## config.mk

```make
export PLATFORM = sky130hd
export DESIGN_NAME = bti_divider
export DESIGN_NICKNAME = d
export VERILOG_FILES = /design/src/hdl/bti_pkg.sv /design/src/hdl/bti_divider.sv
export SDC_FILE = /design/constraint.sdc
export NUM_CORES = 1
export LEC_CHECK = 0
export BUFFER_PORTS_ARGS = -buffer_cell sky130_fd_sc_hd__buf_2
export CAP_MARGIN = 20
export CORE_AREA = 10 10 149 151
export CTS_CLUSTER_SIZE = 28
export DETAILED_ROUTE_END_ITERATION = 16
export DIE_AREA = 0 0 159 161
export SLEW_MARGIN = 30
export SYNTH_ARGS = -nofsm -noshare
export SYNTH_HDL_FRONTEND = slang
export SYNTH_SLANG_ARGS = --single-unit
```

## constraint.sdc

```tcl
create_clock -name clk -period 3.1 [get_ports clk]
set_input_delay 0.775 -clock clk [delete_from_list [all_inputs] [get_ports clk]]
set_output_delay 0.775 -clock clk [all_outputs]
set_load 0.01 [all_outputs]
```

## src/hdl/bti_pkg.sv

```systemverilog
package bti_pkg;

	localparam int TABLE_DEPTH = 1024;
	localparam int ADDR_W      = $clog2(TABLE_DEPTH);
	localparam int CNT_W       = $clog2(TABLE_DEPTH + 1);
	localparam int DATA_W      = 32;
	localparam int CFG_IDX_W   = 3;

	localparam int DIV_NUM_W = 64;
	localparam int DIV_DEN_W = 32;
	localparam int DIV_CNT_W = $clog2(DIV_NUM_W + 1);

	localparam logic [1:0] CMD_CLEAR  = 2'd0;
	localparam logic [1:0] CMD_APPEND = 2'd1;
	localparam logic [1:0] CMD_EVAL   = 2'd2;

	localparam logic [1:0] STAT_OK       = 2'd0;
	localparam logic [1:0] STAT_EMPTY    = 2'd1;
	localparam logic [1:0] STAT_NOT_ASC  = 2'd2;
	localparam logic [1:0] STAT_FULL     = 2'd3;

	localparam logic [CFG_IDX_W-1:0] CFG_X_ORIGIN = 3'd0;
	localparam logic [CFG_IDX_W-1:0] CFG_X_SPAN   = 3'd1;
	localparam logic [CFG_IDX_W-1:0] CFG_V_FLOOR  = 3'd2;
	localparam logic [CFG_IDX_W-1:0] CFG_V_SPAN   = 3'd3;
	localparam logic [CFG_IDX_W-1:0] CFG_OFFSET   = 3'd4;
	localparam logic [CFG_IDX_W-1:0] CFG_GAIN     = 3'd5;

	typedef struct packed {
		logic signed [DATA_W-1:0] x;
		logic signed [DATA_W-1:0] y;
	} point_t;

endpackage

```

## src/hdl/bti_divider.sv

```systemverilog
module bti_divider (
	input  logic                          clk,
	input  logic                          arst_n,
	input  logic                          start,
	input  logic [bti_pkg::DIV_NUM_W-1:0] num,
	input  logic [bti_pkg::DIV_DEN_W-1:0] den,
	output logic                          done,
	output logic [bti_pkg::DIV_NUM_W-1:0] quo
);

	logic [bti_pkg::DIV_CNT_W-1:0] cnt_q;
	logic                          done_q;
	logic [bti_pkg::DIV_NUM_W-1:0] quo_q;
	logic [bti_pkg::DIV_DEN_W-1:0] rem_q;
	logic [bti_pkg::DIV_DEN_W-1:0] den_q;
	logic [bti_pkg::DIV_DEN_W:0]   rem_sh;
	logic [bti_pkg::DIV_DEN_W:0]   rem_sub;
	logic                          fits;

	// one restoring step: shift in the next dividend bit, try subtract
	always_comb begin
		rem_sh  = {rem_q, quo_q[bti_pkg::DIV_NUM_W-1]};
		rem_sub = rem_sh - {1'b0, den_q};
		fits    = rem_sh >= {1'b0, den_q};
	end

	always_ff @(posedge clk or negedge arst_n) begin
		if (!arst_n) begin
			cnt_q  <= '0;
			done_q <= 1'b0;
		end else begin
			done_q <= (cnt_q == bti_pkg::DIV_CNT_W'(1));
			if (start) begin
				cnt_q <= bti_pkg::DIV_CNT_W'(bti_pkg::DIV_NUM_W);
			end else if (cnt_q != '0) begin
				cnt_q <= cnt_q - 1'b1;
			end
		end
	end

	always_ff @(posedge clk) begin
		if (start) begin
			quo_q <= num;
			rem_q <= '0;
			den_q <= den;
		end else if (cnt_q != '0) begin
			quo_q <= {quo_q[bti_pkg::DIV_NUM_W-2:0], fits};
			rem_q <= fits ? rem_sub[bti_pkg::DIV_DEN_W-1:0] : rem_sh[bti_pkg::DIV_DEN_W-1:0];
		end
	end

	assign done = done_q;
	assign quo  = quo_q;

endmodule

```

# --- Word-level counts from Yosys, hierarchy flattened ---
# Cells that the tools add are included.
classes:
  eq_ne: 1
  addsub: 2
  magnitude_cmp: 1
  mux: 5
  reduce_logical: 2
ops:
  columns: ["op", "count"]
  rows:
  - ["64-bit 2-to-1 mux", 2]
  - ["33-bit by 32-bit >= comparator with 1-bit output", 1]
  - ["32-bit 2-to-1 mux", 1]
  - ["32-bit subtractor", 1]
  - ["7-bit 2-to-1 mux", 2]
  - ["7-bit by 1-bit == test with 1-bit output (second input constant)", 1]
  - ["7-bit nonzero test", 1]
  - ["7-bit by 1-bit subtractor with 7-bit output (second input constant)", 1]
  - ["2-bit nonzero test", 1]
word_totals:
  wordCells: 16
  regBits: 136
  output_inout_bits: 65
  input_bits: 99

# --- Depth between registers and ports, before layout ---
depth:
  word_depth: 3
  mapped_depth: 13
  ltp_nobuf: 12

# --- Least setup slack after synthesis ---
# Ideal clock, no wire load.
synth_path:
  kind: "flip-flop to flip-flop"
  start: "register cnt_q[3] (netlist bit)"
  end: "register quo_q, in the netlist quo[0], enable pin"
  required_time_ns: 2.408
  setup_time_ns: 0.692
  arrival_ns: 2.330
  n_path_buf: 1
  period_less_slack_ns: 3.022
  path_stages_with_launch: 6
  setup_slack_ns: 0.078
  cell_sequence: "dfrtp_1 nor2_1 nand2_1 nor2_1 clkbuf_1 nand2_1"
synth_via:
  elab_chain_len: 2
synth_rtl:
  columns: ["item", "line", "text"]
  rows:
  - ["from (decl)", "bti_divider.sv:11", "logic [bti_pkg::DIV_CNT_W-1:0] cnt_q;"]
  - ["from (signal assigned)", "bti_divider.sv:34", "cnt_q <= bti_pkg::DIV_CNT_W'(bti_pkg::DIV_NUM_W);"]
  - ["from (signal assigned)", "bti_divider.sv:36", "cnt_q <= cnt_q - 1'b1;"]
  - ["7-bit nonzero test", "bti_divider.sv:46", "end else if (cnt_q != '0) begin"]
  - ["2-bit nonzero test (no line)", null, null]
  - ["to (signal assigned)", "bti_divider.sv:43", "quo_q <= num;"]
  - ["to (signal assigned)", "bti_divider.sv:47", "quo_q <= {quo_q[bti_pkg::DIV_NUM_W-2:0], fits};"]
  - ["to (decl)", "bti_divider.sv:13", "logic [bti_pkg::DIV_NUM_W-1:0] quo_q;"]
# Every way passes these cells.
# A chain may end at the register's enable or synchronous reset.

# --- Worst setup path in the final report ---
layout_path:
  start: "register quo_q, in the netlist quo[63]"
  end: "register rem_q[24] (netlist bit)"
layout_via:
  elab_chain_len: 2
  elab_cells_between_ends: 3
  classes_between: "add/sub: 1; order compare: 1; mux: 1"
layout_rtl:
  columns: ["item", "line", "text"]
  rows:
  - ["32-bit subtractor or 33-bit by 32-bit >= comparator with 1-bit output (tied branches)", "bti_divider.sv:23, bti_divider.sv:24", null]
  - ["32-bit 2-to-1 mux (*)", "bti_divider.sv:48", "rem_q <= fits ? rem_sub[bti_pkg::DIV_DEN_W-1:0] : rem_sh[bti_pkg::DIV_DEN_W-1:0];"]
  - ["to (signal assigned)", "bti_divider.sv:48", null]
  - ["to (decl)", "bti_divider.sv:14", "logic [bti_pkg::DIV_DEN_W-1:0] rem_q;"]
# Every way passes the cells marked *; elsewhere a longest branch is shown, timed or not.

==> metrics <==
top library cells by usage in the layout, fill and taps aside 162 x sky130_fd_sc_hd__buf_2, 96 x sky130_fd_sc_hd__edfxtp_1, 64 x sky130_fd_sc_hd__mux2_2; final worst slack 0.2125 ns; number of buffers inserted during clock tree synthesis 17; sequential share of the synthesized area 49.30%; register clock-pin slew on the reported worst setup and hold paths ~0.060 ns; number of nets with antenna violations after detailed routing 0; number of distinct library cells after synthesis 71; Total Die Area 25600 µm²; Slowest-stage cell, CP sky130_fd_sc_hd__a221o_2; leading cell type in the layout, fill and taps excluded sky130_fd_sc_hd__buf_2; post_cts resized 0; total routing usage reported by global routing 15.54%; post-detailed-routing wire length 19880 µm; post-synthesis instance total 689; final worst path period need 2.888 ns; total number of vias 5763; RSZ-0062 raised after global routing false; delay contributed by the slowest stage of the critical path approximately 0.42 ns; width of the chip approximately 160 µm; PD cells 719.7 nW/µm²; Post CTS Setup Buffer Count 0; die span in y around 160 µm; Post-Syn Nets slightly above 800; first-pass GRT wire length 32330 µm; endpoint type of the worst setup path flip-flop; CP Launch Type flip-flop; count of input and output buffers 163; total core area between 15000 and 20000 µm²; average detailed-routed wire length per instance 17.65 µm; number of synthesized flops with an enable pin 96; mean instance size in the synthesized netlist 10.96 µm²; highest clock rate 0.3463 GHz; max-slew violations 0; antenna violations before repair 7; clock tree skew after final layout around 0.017 ns; Warnings, synthesis 0; total congestion overflow after global routing 0; clock buffer depth 2; clock sink count 136; Vias/cell 5.118; starting density of the core 39.32%; DRC violations left 0; Lkg Pwr 3.997 nW; final estimated routing congestion in global placement between 0.8 and 0.9; final cell area excluding filler cells 9196 µm²; count of boundary I/O pins 164; Critical Path, Cell by Cell inv_1, ha_1, inv_1, fa_1, a21o_1, a221o_2, nand4_2, a311oi_2, nor3_2, o21bai_1, xor2_1, a221o_1; fillcell total 1853; clock tree from TritonCTS yes; Worst Max-Slew Pin Slew 0.8855 ns; Hold Fails Final Rpt 0; cell repeated most along the worst path sky130_fd_sc_hd__inv_1; area growth from synthesis to layout 21.77%; required time of the critical path around 3.4 ns; share of flip-flops with an asynchronous set or reset 5.882%; endpoint arrival time on the critical path 3.21 ns; sum of buffers and inverters on the critical path 2; H-tree depth 4; min-delay worst type in -> async; post-synth design cell area 7552 µm²; most used flip-flop cell after synthesis sky130_fd_sc_hd__edfxtp_1; Top Family by Delay on Critical Path compound AO/OA/AOI/OAI gates; number of iterations in the first detailed-routing pass 5; clock root buffer master sky130_fd_sc_hd__clkbuf_16; placed standard-cell area 8628 µm²; number of maximum-capacitance constraint violations 0; Rows 51; worst slack at placement 0.2385 ns; via count of the first global-routing pass 6002; DP HPWL 14400 µm; Critical Path Fanout Max 4; count of hold-fix buffers inserted at cts 0; number of failing setup endpoints in the final timing report 0; final clock period utilization by the worst path 93.15%; status finished, final reports clean; proportion of layout cells with a drive suffix above 1 35.00%; tightest slew margin relative to the limit 40.97%; largest net degree at the start of global routing 126; First DRT Iteration DRCs 350; clock latency on the worst-skew pair 0.44 ns; kind of critical path reg -> reg; post-synthesis sequential element count 136; post-route core utilization 47.88%; worst supply voltage drop on vdd ~0.4 mV; count of nets after finishing ~980; Setup Total Neg Slack 0 ns
==> flip-flops by register name, summed over array words and instances (netlist names) <==
| register | count |
|---|---|
| den_q | 32 |
| rem_q | 32 |
| cnt_q | 7 |
| quo | 64 |
| done | 1 |
==> worst register-to-register path: cells and delay by family, from the launching register on <==
| family | cells | cell delay, ns |
|---|---|---|
| buf+inv | 2 | 0.13 |
| flops | 1 | 0.40 |
| fa+ha+maj | 2 | 0.56 |
| compound gates | 5 | 1.19 |
| xor+xnor | 1 | 0.15 |
| simple gates | 2 | 0.36 |
==> per-layer routing <==
metal,routed length (µm),share of wire (%),track usage [%],up-vias
li1,-,-,-,2842
met2,8715,44,23.49,185
met5,56,0.28,0,-
met3,1930,9.7,7.397,25
met4,293,1.5,4.760,8
met1,8882,45,19.29,2703
==> Yosys cell counts (3+ instances only) <==
cell type | n | share of area (%)
sky130_fd_sc_hd__clkbuf_1 | 16 | 0.80
sky130_fd_sc_hd__dfxtp_1 | 32 | 8.5
sky130_fd_sc_hd__a311oi_1 | 4 | 0.46
sky130_fd_sc_hd__edfxtp_1 | 96 | 38
sky130_fd_sc_hd__o21a_1 | 3 | 0.30
sky130_fd_sc_hd__a21boi_0 | 3 | 0.30
sky130_fd_sc_hd__o31ai_1 | 3 | 0.30
sky130_fd_sc_hd__o211a_1 | 5 | 0.66
sky130_fd_sc_hd__and2_1 | 4 | 0.33
sky130_fd_sc_hd__nand3_1 | 15 | 0.99
sky130_fd_sc_hd__a211oi_1 | 13 | 1.3
sky130_fd_sc_hd__nand2_1 | 54 | 2.7
sky130_fd_sc_hd__a21oi_1 | 44 | 2.9
sky130_fd_sc_hd__mux2i_1 | 4 | 0.53
sky130_fd_sc_hd__and3_1 | 5 | 0.41
sky130_fd_sc_hd__a21o_1 | 13 | 1.3
sky130_fd_sc_hd__a311oi_2 | 6 | 1.2
sky130_fd_sc_hd__ha_1 | 34 | 5.6
sky130_fd_sc_hd__dfrtp_1 | 8 | 2.7
sky130_fd_sc_hd__mux2_2 | 64 | 9.5
sky130_fd_sc_hd__a21oi_2 | 4 | 0.46
sky130_fd_sc_hd__nor4_1 | 3 | 0.25
sky130_fd_sc_hd__nand2b_1 | 6 | 0.50
sky130_fd_sc_hd__xnor2_1 | 17 | 2.0
sky130_fd_sc_hd__xor2_1 | 10 | 1.2
sky130_fd_sc_hd__buf_4 | 5 | 0.50
sky130_fd_sc_hd__o21ai_1 | 5 | 0.33
sky130_fd_sc_hd__inv_1 | 44 | 2.2
sky130_fd_sc_hd__nor3_1 | 14 | 0.93
sky130_fd_sc_hd__nor2_1 | 59 | 2.9
sky130_fd_sc_hd__o21bai_1 | 3 | 0.30
sky130_fd_sc_hd__nor2b_1 | 7 | 0.58
sky130_fd_sc_hd__o211ai_1 | 4 | 0.40
sky130_fd_sc_hd__buf_2 | 10 | 0.66
sky130_fd_sc_hd__o21ai_0 | 15 | 0.99
sky130_fd_sc_hd__nand4_1 | 12 | 0.99
sky130_fd_sc_hd__a31oi_1 | 3 | 0.25
sky130_fd_sc_hd__or2_2 | 3 | 0.25
==> through the flow <==
| step | std cells | hold WS, ns | power, mW |
|---|---|---|---|
| 2_1_floorplan | 689 | 0.4495 | 4.077 |
| 3_3_place_gp | 1093 | 0.4655 | 4.697 |
| 3_5_place_dp | 1093 | 0.4655 | 4.701 |
| 4_1_cts | 1125 | 0.1726 | 6.691 |
| 5_1_grt | 1126 | 0.1811 | 7.056 |
| 6_report | 1126 | 0.1847 | 6.618 |
==> cell families after synthesis <==
group / count (synthesis) / synth area share (%)
AND/OR/NAND/NOR: 195 / 12.38
AO/OA/AOI/OAI: 148 / 14.48
flip-flops: 136 / 49.30
buffers and inverters: 80 / 4.738
multiplexers: 68 / 10.07
adder cells (fa/ha/maj): 35 / 5.898
XOR/XNOR: 27 / 3.131
==> cell type report <==
type                            instances  area, µm²  area share (%)
Sequential cell                       136       3724           40.49
Tap cell                              265      331.6           3.605
Timing Repair Buffer                  174      925.9           10.07
Antenna cell                            1      2.502         0.02721
Clock inverter                         14      136.4           1.483
Inverter                               45      168.9           1.837
Multi-Input combinational cell        473       3478           37.82
Clock buffer                           18      429.2           4.667
==> power breakdown <==
part           leakage [nW]  internal, mW  switching, mW  total [mW]
combinational          2.38         0.887           1.21        2.10
sequential             1.35          2.36          0.218        2.57
clock                 0.268          1.06          0.886        1.95
==> final timing paths <==
kind                                from         to  slack [ns]  depth (start not counted)
min in group clk                rem_q[2]   rem_q[2]        0.48                          2
worst max register to register   quo[63]  rem_q[24]        0.21                         12
worst min-delay path              arst_n   cnt_q[2]        0.18                          1
worst max-delay path             quo[63]  rem_q[24]        0.21                         12
max in group asynchronous         arst_n   cnt_q[1]        2.75                          1
worst min register to register  rem_q[2]   rem_q[2]        0.48                          2
Note: power is estimated with default switching activity, not from simulation.
